## config.mk

```make
export PLATFORM = sky130hd
export DESIGN_NAME = throttle_reset_sequencer_top
export DESIGN_NICKNAME = d
export VERILOG_FILES = /design/src/hw/rtl/trs_pkg.sv /design/src/hw/rtl/trs_seq.sv /design/src/hw/rtl/trs_out.sv /design/src/hw/rtl/throttle_reset_sequencer_top.sv
export SDC_FILE = /design/constraint.sdc
export NUM_CORES = 1
export LEC_CHECK = 0
export BUFFER_PORTS_ARGS = -buffer_cell sky130_fd_sc_hd__buf_2
export CAP_MARGIN = 20
export CORE_MARGIN = 5
export CORE_UTILIZATION = 55
export DETAILED_ROUTE_END_ITERATION = 16
export PLACE_DENSITY = 0.79
export SKIP_LAST_GASP = 1
export SLEW_MARGIN = 40
export SYNTH_ARGS = -nofsm -noshare
export SYNTH_HDL_FRONTEND = slang
export SYNTH_SLANG_ARGS = --single-unit
export TNS_END_PERCENT = 10
```

## constraint.sdc

```tcl
create_clock -name clk -period 5.7 [get_ports clk]
set_input_delay 0 -clock clk [delete_from_list [all_inputs] [get_ports clk]]
set_output_delay 0 -clock clk [all_outputs]
set_load 0.01 [all_outputs]
```

## src/hw/rtl/trs_pkg.sv

```systemverilog
`timescale 1ns / 1ps
`default_nettype none
// ----------------------------------------------------------------------------
// Throttle reset sequencer package
// Item and result records, response, status and command codes.
// ----------------------------------------------------------------------------
package trs_pkg;

	localparam int TIME_W = 32;
	localparam int POS_W  = 16;
	localparam int CODE_W = 8;
	localparam int SUM_W  = 24;
	localparam int CNT_W  = 9;

	localparam logic [1:0] RESP_OK   = 2'd0;
	localparam logic [1:0] RESP_BUSY = 2'd1;

	localparam logic [2:0] ST_OK      = 3'd0;
	localparam logic [2:0] ST_PENDING = 3'd1;
	localparam logic [2:0] ST_TIMEOUT = 3'd2;
	localparam logic [2:0] ST_FAULT   = 3'd3;
	localparam logic [2:0] ST_DEVERR  = 3'd4;

	localparam logic [2:0] CMD_NONE      = 3'd0;
	localparam logic [2:0] CMD_MOTOR_DIS = 3'd1;
	localparam logic [2:0] CMD_SELFCHECK = 3'd2;
	localparam logic [2:0] CMD_DIAG_OFF  = 3'd3;
	localparam logic [2:0] CMD_SENS_READ = 3'd4;

	localparam logic [0:0] REG_SENSOR_TIMEOUT = 1'd0;
	localparam logic [0:0] REG_SAMPLE_PERIOD  = 1'd1;

	localparam logic [TIME_W-1:0] SENSOR_TIMEOUT_RST = 32'd100000;
	localparam logic [TIME_W-1:0] SAMPLE_PERIOD_RST  = 32'd1000;

	typedef struct packed {
		logic [TIME_W-1:0] time_us;
		logic              ready_req;
		logic              rst_req;
		logic [1:0]        motor_status;
		logic [CODE_W-1:0] motor_error;
		logic [1:0]        sensor_status;
		logic [CODE_W-1:0] sensor_error;
		logic              sensor_valid;
		logic [POS_W-1:0]  sensor_position;
	} item_t;

	typedef struct packed {
		logic [2:0]        phase;
		logic [2:0]        command;
		logic [2:0]        reset_status;
		logic [CODE_W-1:0] device_error;
		logic [POS_W-1:0]  rest_position;
	} result_t;

	function automatic logic [2:0] cmd_of_phase(input logic [2:0] ph);
		logic [2:0] cmd;
		case (ph)
			3'd1:    cmd = CMD_MOTOR_DIS;
			3'd2:    cmd = CMD_SELFCHECK;
			3'd3:    cmd = CMD_DIAG_OFF;
			3'd4:    cmd = CMD_SENS_READ;
			3'd5:    cmd = CMD_SENS_READ;
			default: cmd = CMD_NONE;
		endcase
		return cmd;
	endfunction

endpackage
`default_nettype wire

```

## src/hw/rtl/trs_seq.sv

```systemverilog
`timescale 1ns / 1ps
`default_nettype none
// ----------------------------------------------------------------------------
// Throttle reset sequencer state
// Phase, status and sample state; next state and result for one tick.
// ----------------------------------------------------------------------------
module trs_seq
	import trs_pkg::*;
#(
	parameter int SAMPLE_COUNT = 16
) (
	input  wire logic              clk,
	input  wire logic              arst_n,
	input  wire logic              wr_en,
	input  wire logic [0:0]        wr_index,
	input  wire logic [TIME_W-1:0] wr_data,
	input  wire logic              fire,
	input  wire item_t             item,
	output result_t                res
);

	typedef enum logic [2:0] {
		PH_IDLE        = 3'd0,
		PH_DISABLE     = 3'd1,
		PH_SELFCHECK   = 3'd2,
		PH_DIAGOFF     = 3'd3,
		PH_SENSOR_WAIT = 3'd4,
		PH_SAMPLING    = 3'd5
	} phase_t;

	localparam int DIV      = (SAMPLE_COUNT < 2) ? 2 : SAMPLE_COUNT;
	localparam int DIV_LOG  = $clog2(DIV);
	localparam int SHIFT    = SUM_W + DIV_LOG;
	localparam int RECIP_W  = SUM_W + 1;
	localparam int PROD_W   = SUM_W + RECIP_W;
	localparam longint RECIP_L = ((64'd1 << SHIFT) + 64'(DIV) - 64'd1) / 64'(DIV);
	localparam logic [RECIP_W-1:0] RECIP = RECIP_W'(RECIP_L);
	localparam logic [CNT_W-1:0]   CNT_DONE = CNT_W'(SAMPLE_COUNT);
	localparam logic [CNT_W-1:0]   CNT_DIV  = CNT_W'(DIV);

	logic [TIME_W-1:0] timeout_q;
	logic [TIME_W-1:0] period_q;

	phase_t            phase_q, phase_d;
	logic [2:0]        status_q, status_d;
	logic [CODE_W-1:0] err_q, err_d;
	logic [TIME_W-1:0] mark_q, mark_d;
	logic [SUM_W-1:0]  sum_q, sum_d;
	logic [CNT_W-1:0]  cnt_q, cnt_d;
	logic [POS_W-1:0]  defpos_q, defpos_d;

	logic [SUM_W-1:0]  sum_add;
	logic [CNT_W-1:0]  cnt_inc;
	logic [TIME_W-1:0] elapsed;
	logic [PROD_W-1:0] prod;
	logic              m_ok, m_busy, s_ok, s_busy, s_take;

	assign sum_add = sum_q + SUM_W'(item.sensor_position);
	assign cnt_inc = cnt_q + CNT_W'(1);
	assign elapsed = item.time_us - mark_q;
	assign prod    = PROD_W'(sum_add) * PROD_W'(RECIP);
	assign m_ok    = (item.motor_status == RESP_OK);
	assign m_busy  = (item.motor_status == RESP_BUSY);
	assign s_ok    = (item.sensor_status == RESP_OK);
	assign s_busy  = (item.sensor_status == RESP_BUSY);
	assign s_take  = s_ok && item.sensor_valid;

	always_comb begin
		phase_d  = phase_q;
		status_d = status_q;
		err_d    = err_q;
		mark_d   = mark_q;
		sum_d    = sum_q;
		cnt_d    = cnt_q;
		defpos_d = defpos_q;
		if (item.rst_req) begin
			status_d = ST_PENDING;
		end
		case (phase_q)
			PH_IDLE: begin
				if (item.ready_req && status_d == ST_PENDING) begin
					phase_d = PH_DISABLE;
				end
			end
			PH_DISABLE, PH_SELFCHECK, PH_DIAGOFF: begin
				if (m_ok) begin
					case (phase_q)
						PH_DISABLE:   phase_d = PH_SELFCHECK;
						PH_SELFCHECK: phase_d = PH_DIAGOFF;
						default: begin
							phase_d = PH_SENSOR_WAIT;
							mark_d  = item.time_us;
						end
					endcase
				end else if (!m_busy) begin
					status_d = ST_DEVERR;
					err_d    = item.motor_error;
					phase_d  = PH_IDLE;
				end
			end
			PH_SENSOR_WAIT: begin
				if (s_take) begin
					sum_d   = SUM_W'(item.sensor_position);
					cnt_d   = CNT_W'(1);
					mark_d  = item.time_us;
					phase_d = PH_SAMPLING;
				end else if (!s_ok && !s_busy) begin
					status_d = ST_DEVERR;
					err_d    = item.sensor_error;
					phase_d  = PH_IDLE;
				end else if (elapsed > timeout_q) begin
					status_d = ST_TIMEOUT;
					phase_d  = PH_IDLE;
				end
			end
			PH_SAMPLING: begin
				if (elapsed > period_q) begin
					if (s_take) begin
						sum_d = sum_add;
						cnt_d = cnt_inc;
						if (cnt_inc >= CNT_DONE) begin
							defpos_d = prod[SHIFT +: POS_W];
							status_d = ST_OK;
							phase_d  = PH_IDLE;
						end
					end else if (s_ok || s_busy) begin
						status_d = ST_FAULT;
						phase_d  = PH_IDLE;
					end else begin
						status_d = ST_DEVERR;
						err_d    = item.sensor_error;
						phase_d  = PH_IDLE;
					end
				end
			end
			default: phase_d = PH_IDLE;
		endcase
	end

	always_comb begin
		res.phase         = phase_d;
		res.command       = cmd_of_phase(phase_d);
		res.reset_status  = status_d;
		res.device_error  = (status_d == ST_DEVERR) ? err_d : '0;
		res.rest_position = defpos_d;
	end

	always_ff @(posedge clk or negedge arst_n) begin
		if (!arst_n) begin
			timeout_q <= SENSOR_TIMEOUT_RST;
			period_q  <= SAMPLE_PERIOD_RST;
		end else if (wr_en) begin
			case (wr_index)
				REG_SENSOR_TIMEOUT: timeout_q <= wr_data;
				REG_SAMPLE_PERIOD:  period_q  <= wr_data;
				default: ;
			endcase
		end
	end

	always_ff @(posedge clk or negedge arst_n) begin
		if (!arst_n) begin
			phase_q  <= PH_IDLE;
			status_q <= ST_OK;
			err_q    <= '0;
			mark_q   <= '0;
			sum_q    <= '0;
			cnt_q    <= '0;
			defpos_q <= '0;
		end else if (fire) begin
			phase_q  <= phase_d;
			status_q <= status_d;
			err_q    <= err_d;
			mark_q   <= mark_d;
			sum_q    <= sum_d;
			cnt_q    <= cnt_d;
			defpos_q <= defpos_d;
		end
	end

`ifndef SYNTH
	a_sample_count_range: assert property (@(posedge clk) disable iff (!arst_n)
		phase_q == PH_SAMPLING |-> (cnt_q >= CNT_W'(1) && cnt_q < CNT_DIV))
		else $error("sample count out of range while sampling");

	a_idle_holds: assert property (@(posedge clk) disable iff (!arst_n)
		fire && phase_q == PH_IDLE && status_q != ST_PENDING && !item.rst_req
		|=> phase_q == PH_IDLE)
		else $error("left idle without a pending reset");

	a_motor_step: assert property (@(posedge clk) disable iff (!arst_n)
		fire && (phase_q == PH_DISABLE || phase_q == PH_SELFCHECK) |=>
		(phase_q == PH_IDLE || phase_q == $past(phase_q) ||
		 phase_q == phase_t'($past(phase_q) + 3'd1)))
		else $error("motor step jumped phases");

	a_no_change_without_fire: assert property (@(posedge clk) disable iff (!arst_n)
		!fire |=> $stable(phase_q) && $stable(status_q) && $stable(cnt_q))
		else $error("sequencer state moved without a transfer");
`endif

endmodule
`default_nettype wire

```

## src/hw/rtl/trs_out.sv

```systemverilog
`timescale 1ns / 1ps
`default_nettype none
// ----------------------------------------------------------------------------
// Throttle reset sequencer result register
// Holds one result until the downstream side takes the transfer.
// ----------------------------------------------------------------------------
module trs_out
	import trs_pkg::*;
(
	input  wire logic    clk,
	input  wire logic    arst_n,
	input  wire logic    load,
	input  wire result_t res_in,
	input  wire logic    stall,
	output logic         open,
	output logic         valid,
	output result_t      res_q
);

	assign open = !valid || !stall;

	always_ff @(posedge clk or negedge arst_n) begin
		if (!arst_n) begin
			valid <= 1'b0;
		end else if (open) begin
			valid <= load;
		end
	end

	always_ff @(posedge clk) begin
		if (load) begin
			res_q <= res_in;
		end
	end

`ifndef SYNTH
	a_load_only_when_open: assert property (@(posedge clk) disable iff (!arst_n)
		load |-> open)
		else $error("result loaded over a held result");
`endif

endmodule
`default_nettype wire

```

## src/hw/rtl/throttle_reset_sequencer_top.sv

```systemverilog
`timescale 1ns / 1ps
`default_nettype none
// ----------------------------------------------------------------------------
// Throttle reset sequencer
// Steps motor disable, self-check, diag off, sensor wait and sampling,
// one tick per item, and averages the throttle default position.
// ----------------------------------------------------------------------------
// Path: an item goes through the input register, then the result register.
// Throughput: one item per cycle unless result_stall holds the output;
//   the sequencer state updates once per tick.
// Reset: arst_n clears phase to idle, status to ok, all sums and counts to
//   zero, and loads the timeout and sample period defaults.
module throttle_reset_sequencer_top
	import trs_pkg::*;
#(
	parameter int SAMPLE_COUNT = 16
) (
	input  wire logic              clk,
	input  wire logic              arst_n,
	input  wire logic              wr_en,
	input  wire logic [0:0]        wr_index,
	input  wire logic [TIME_W-1:0] wr_data,
	input  wire logic              item_valid,
	output logic                   item_stall,
	input  wire logic [TIME_W-1:0] time_us,
	input  wire logic              ready_req,
	input  wire logic              rst_req,
	input  wire logic [1:0]        motor_status,
	input  wire logic [CODE_W-1:0] motor_error,
	input  wire logic [1:0]        sensor_status,
	input  wire logic [CODE_W-1:0] sensor_error,
	input  wire logic              sensor_valid,
	input  wire logic [POS_W-1:0]  sensor_position,
	output logic                   result_valid,
	input  wire logic              result_stall,
	output logic [2:0]             phase,
	output logic [2:0]             command,
	output logic [2:0]             reset_status,
	output logic [CODE_W-1:0]      device_error,
	output logic [POS_W-1:0]       rest_position
);

	logic    valid_s1;
	item_t   item_s1;
	item_t   item_in;
	logic    out_open;
	logic    fire;
	result_t res_next;
	result_t res_q;

	assign item_in = '{
		time_us:         time_us,
		ready_req:       ready_req,
		rst_req:         rst_req,
		motor_status:    motor_status,
		motor_error:     motor_error,
		sensor_status:   sensor_status,
		sensor_error:    sensor_error,
		sensor_valid:    sensor_valid,
		sensor_position: sensor_position
	};

	assign fire       = valid_s1 && out_open;
	assign item_stall = valid_s1 && !out_open;

	always_ff @(posedge clk or negedge arst_n) begin
		if (!arst_n) begin
			valid_s1 <= 1'b0;
		end else if (!item_stall) begin
			valid_s1 <= item_valid;
		end
	end

	always_ff @(posedge clk) begin
		if (item_valid && !item_stall) begin
			item_s1 <= item_in;
		end
	end

	trs_seq #(
		.SAMPLE_COUNT(SAMPLE_COUNT)
	) u_seq (
		.clk      (clk),
		.arst_n   (arst_n),
		.wr_en    (wr_en),
		.wr_index (wr_index),
		.wr_data  (wr_data),
		.fire     (fire),
		.item     (item_s1),
		.res      (res_next)
	);

	trs_out u_out (
		.clk    (clk),
		.arst_n (arst_n),
		.load   (fire),
		.res_in (res_next),
		.stall  (result_stall),
		.open   (out_open),
		.valid  (result_valid),
		.res_q  (res_q)
	);

	assign phase         = res_q.phase;
	assign command       = res_q.command;
	assign reset_status  = res_q.reset_status;
	assign device_error  = res_q.device_error;
	assign rest_position = res_q.rest_position;

`ifndef SYNTH
	a_stall_needs_item: assert property (@(posedge clk) disable iff (!arst_n)
		item_stall |-> valid_s1 && result_valid)
		else $error("input stalled with no item held");
`endif

endmodule
`default_nettype wire
```

---- Word-level counts from Yosys, hierarchy flattened ----
Cells that the tools add are included.
operators by class
  add/subtract/negate cells ............... 3
  magnitude comparators ................... 3
  eq/ne operators ......................... 19
  multiplexer cells ....................... 47
  bitwise logic cells ..................... 1
  reduce and logical (&&, ||, !) cells .... 26
operator list
  operator                                                            count
  2-to-1 mux 32 bit                                                   3
  2-to-1 mux 24 bit                                                   3
  > comparator 32 bit                                                 2
  2-to-1 mux 16 bit                                                   4
  case mux 32 bit (2 select lines)                                    1
  2-to-1 mux 3 bit                                                    19
  2-to-1 mux 8 bit                                                    7
  case mux 24 bit (2 select lines)                                    1
  subtractor 32 bit                                                   1
  2-to-1 mux 9 bit                                                    3
  adder 24 x 16 -> 24 bit                                             1
  case mux 3 bit (4 select lines)                                     2
  case mux 8 bit (3 select lines)                                     1
  case mux 9 bit (2 select lines)                                     1
  == test 3 bit (second input constant)                               5
  == test 3 x 2 -> 1 bit (second input constant)                      4
  AND reduction 5 bit                                                 2
  adder 9 x 1 -> 9 bit (second input constant)                        1
  == test 3 x 1 -> 1 bit (second input constant)                      3
  greater-or-equal comparator 9 x 5 -> 1 bit (second input constant)  1
  case mux 3 bit (3 select lines)                                     1
  inequality test 2 x 1 -> 1 bit (second input constant)              4
  logical AND 1 bit                                                   6
  zero test 1 bit                                                     6
  11 further kinds                                                    17
storage, ports and cells
  bits in registers ....................... 265
  input port bits ......................... 109
  output and inout bits ................... 35
  word-level logic and storage cells ...... 124

---- Logic depth before layout (Yosys ltp) ----
  depth after elaboration ................. 9
  gate-level depth with buffers ........... 22
  mapped depth without buffers ............ 21

---- By module ----
From an unflattened synthesis, not the netlist that was laid out.
unflattened totals
  cells, all modules ...................... 1,369
  area total of the unflattened synthesis .. 14,605.3 µm²
by module, submodules not included
  module                        instances  cells an instance  area an instance (µm²)  sequential area each (µm²)
  trs_seq                       1          1,256              11,382.2                3,893.7
  throttle_reset_sequencer_top  1          77                 2,195.9                 2,157.1
  trs_out                       1          36                 1,027.2                 1,016.0

---- Worst setup path after synthesis ----
OpenSTA, ideal clock, no wires.
  path kind ............................... register to register
  start point ............................. register item_s1[39] in the netlist's numbering
  end point ............................... register u_out.res_q[10] (netlist name)
  library setup time ...................... 260 ps
  data arrival time ....................... 4,702 ps
  setup slack ............................. 738 ps
  stages on the path, launching flop included .. 23
  buffers on the path ..................... 1
  period minus slack after synthesis ...... 4,962 ps
  cells stage by stage .................... edfxtp_1 inv_1 ha_1 inv_1 fa_1 a21o_1 a311oi_1 o21bai_1 o21a_1 o41ai_2 a21oi_1 nand2b_1 a311oi_1 ha_1 nand4_2 nor4_2 nand4_1 a21boi_4 nor2_1 nor2_1 nand3b_1 buf_2 mux2_2
RTL lines
  element                 RTL line                            source
  start, declared         throttle_reset_sequencer_top.sv:44  item_t item_s1;
  start signal, assigned  throttle_reset_sequencer_top.sv:76  item_s1 <= item_in;

---- Worst setup path after layout ----
  start point ............................. register item_s1[39] in the netlist's numbering
  end point ............................... register u_out.res_q[19] (netlist name)
between the ends
  word-level cells in the longest chain between the ends .. 7
  elaborated cells between the ends (all ways) .. 11
RTL lines
  element                          RTL line        source
  subtractor 32 bit *              trs_seq.sv:60   assign elapsed = item.time_us - mark_q;
  > comparator 32 bit              trs_seq.sv:111  end else if (elapsed > timeout_q) begin
  2-to-1 mux 3 bit                 trs_seq.sv:111
  2-to-1 mux 3 bit                 trs_seq.sv:107  end else if (!s_ok && !s_busy) begin
  2-to-1 mux 3 bit                 trs_seq.sv:102  if (s_take) begin
  case mux 3 bit (3 select lines)  trs_seq.sv:79   case (phase_q)
  == test 3 bit                    trs_seq.sv:144  res.device_error = (status_d == ST_DEVERR) ? err_d : '0;
Mark *: on every way between the ends. The rest lies on a longest branch, timed or not.
A chain may end at the register's enable or synchronous reset.

==> impl_results.md <==
* Status: finished, final reports clean
* Max-slew headroom at between 50% and 60%
* Filler Cells Inserted at 1,858
* Final nets at 1,829
* Synth Register Bits at around 260
* Max-cap viol count at 0
* Leading cell type in the layout, fill and taps excluded: dfrtp_1
* First-pass GRT wire length at 53.7 mm
* Worst-Skew Late Latency at 0.56 ns
* Non-filler cells, final at 1,963
* Avg Inst Size Synth at 10.8 sq um
* Setup crit end kind: flip-flop
* FF+latch area at 7070 sq um
* Io pins at roughly 140
* Top FF cell, synth: dfrtp_1
* Net count after synthesis at 1,554
* Worst-margin pin slew at 0.728 ns
* Effective utilization at floorplan at 55.6%
* Remaining antenna violation count at 0
* Minimum clock period at roughly 5.4 ns
* Placement Cell Area at 15,700 sq um
* Ys async rst share at 60.2%
* Setup slack after layout at 0.269 ns
* Place WS at -0.0611 ns
* Chip Height at 172 um
* CTS tree: built
* Final instance area at 17,800 sq um
* Htree depth at 1
* Synth cell types at 73
* Mapped Cells at 1,330
* Detailed Routing Iterations Pass 1 at 6
* Rows at 59
* Number of synthesized flops with an enable pin at 104
* Static Leak at 7.92 nW
* GR Util All Layers at 22.2%
* Largest net degree at the start of global routing at just under 100
* Dpl hpwl at 23.0 mm
* Pwr dens at 452 nW/um^2
* DR vias/cell at roughly 5.6
* Final setup TNS at 0 ns
* Startpoint Class: flip-flop
* 1st-iter DRT viols at 583
* CTS Buf Count at 29
* RSZ-0062 raised after global routing: yes
* Initial antenna violation count at 0
* Antenna Cells at 0
* Sequential share of the synthesized area at between 40% and 50%
* Footprint of the multi-input gates at 6840 sq um
* Worst path required time at ~6.0 ns
* Synth-to-Final Area Change at 23.4%
* Endpoints failing hold at 0
* Synthesized area at around 14,000 sq um
* Max FO, Critical Path at 7
* Worst-path clk slew at 0.06 ns
* GR Overflow Total at 0
* Layout cells sized above 1 at 23.5%
* Core area at roughly 26,000 sq um
* Placer Congestion at 0.894
* Wire length per cell at 16.9 um
* Clock sinks at 261
* Vias in the first global route at 11.0k
* Layout Skew at about 0.027 ns
* Hold/Removal Path Class: input pin to flip-flop
* Peak ir drop on the vdd network at 0.329 mV
* Bufs on Longest Clock Path at 3
* Synth Warn # at 0
* Die Area at slightly below 30,000 sq um
* Most frequent cells in the layout: 145 x dfrtp_1, 142 x buf_2, 121 x nand2_1, 117 x inv_1, 116 x mux2_2
* Chip Width at about 170 um
* Vias at 11.1k
* Routed WL at 33.2 mm
* Setup-failing EPs final at 0
* I/O Buffers at around 140
* Root buf cell: clkbuf_16
* Crit path kind: flip-flop to flip-flop
* Residual DRC at 0
* Max Clock Freq at between 0.15 and 0.2 GHz
* Dpl cells at 1,798
* Critical Path AT at 5.71 ns
* Final Max Tran Viols at 0
* Final worst path period share at between 90% and 100%
where the power goes:
part           total [W]  internal (W)  switching, W
clock network    0.00172      0.000955      0.000765
logic            0.00381       0.00163       0.00218
registers        0.00249       0.00231      0.000187
total            0.00803       0.00489       0.00314
critical path, cell delays in order (launching register included):
cell	delay, ns
edfxtp_1	0.37
inv_1	0.08
ha_1	0.16
inv_1	0.05
fa_1	0.39
a21o_1	0.20
a311oi_2	0.29
o21bai_1	0.14
o21a_2	0.27
o41ai_2	0.22
buf_4	0.17
a21oi_1	0.09
nand2b_1	0.18
a311oi_1	0.28
buf_4	0.17
ha_1	0.24
nand4_2	0.12
buf_4	0.13
inv_1	0.03
a21oi_1	0.26
a21boi_4	0.10
buf_4	0.16
o21ai_0	0.22
buf_4	0.18
nand2_1	0.18
a22oi_1	0.36
a2111oi_4	0.12
cells in the mapped netlist, types with 14 or more instances:
master	n	area, sq um
clkbuf_1	24	90.1
mux2_2	116	1310
xnor2_1	26	228
nand4_1	22	138
nand2_1	121	454
edfxtp_1	104	3120
xor2_1	14	123
nor2b_1	14	87.6
nand3_1	26	130
inv_1	117	439
o21ai_0	110	551
a21o_1	19	143
nor2_1	67	251
ha_1	113	1410
nor3_1	26	130
dfrtp_1	145	3630
a21oi_1	65	325
kinds of logic (layout without fill, tap and decap cells):
group | after synthesis | after routing | synth area share, %
DFF | 261 | 261 | 49.1
and+or+nand+nor | 321 | 321 | 10.5
xor gates and xnor gates | 40 | 40 | 2.43
adders and majority gates | 115 | 115 | 10.1
AOI/OAI and AO/OA | 310 | 310 | 13.8
buffers and inverters | 155 | 453 | 4.16
muxes | 128 | 128 | 9.91
what timing repair did:
action / in CTS / in global routing
hold endpoints to repair: 246 / 16
hold buffers: 107 / 1
resized for setup: 2 / 16
pin swaps: 1 / 6
buffers inserted: 1 / 1
setup endpoints to repair: 2 / 69
per-layer routing:
layer	GRT usage [%]	part of all wire [%]	vias to the layer above
met5	0	0	-
met4	6.46	2.7	0
met3	2.83	4.6	68
met2	38.6	49	302
met1	29.5	43	5319
li1	-	-	5377
registers in the layout, summed over array words and instances (netlist names), 3 cells and up:
signal	count
item_s1	71
u_out.res_q	33
u_seq.cnt_q	9
u_seq.defpos_q	16
u_seq.err_q	8
u_seq.mark_q	32
u_seq.period_q	32
u_seq.phase_q	3
u_seq.status_q	3
u_seq.sum_q	20
u_seq.timeout_q	32
area by class of cell:
type	instances	area share [%]
clock buffers	38	4.33
clock inverters	16	0.570
inverters	118	2.50
multi-input cells	914	38.5
flip-flops and latches	261	39.8
well taps	335	2.36
repair buffers	281	11.9
per-stage QoR:
step                power, W  hold WS, ns  util (%)
floorplan            0.00514       -0.296         -
global placement     0.00597        0.161      60.3
detailed placement   0.00612       0.0914      60.5
CTS                  0.00795       0.0534      68.1
global route         0.00865        0.127      68.6
finish               0.00803        0.100      68.6
path summary, 6_finish.rpt:
path / start / to / slack, ns / cells after the start
hold reg to reg: u_seq.sum_q[0]$_DFFE_PN0P_ / u_seq.sum_q[0]$_DFFE_PN0P_ / 0.49 / 2
max in group asynchronous: arst_n / u_seq.defpos_q[5]$_DFFE_PN0P_ / 4.43 / 4
hold / removal: wr_index / u_seq.timeout_q[9]$_DFFE_PN1P_ / 0.10 / 5
min in group asynchronous: arst_n / u_seq.timeout_q[0]$_DFFE_PN0P_ / 0.45 / 3
setup reg to reg: item_s1[39]$_DFFE_PP_ / u_out.res_q[19]$_SDFFCE_PP0P_ / 0.27 / 26
setup / recovery: item_s1[39]$_DFFE_PP_ / u_out.res_q[19]$_SDFFCE_PP0P_ / 0.27 / 26
No activity file was read; power rests on OpenSTA's default activity.
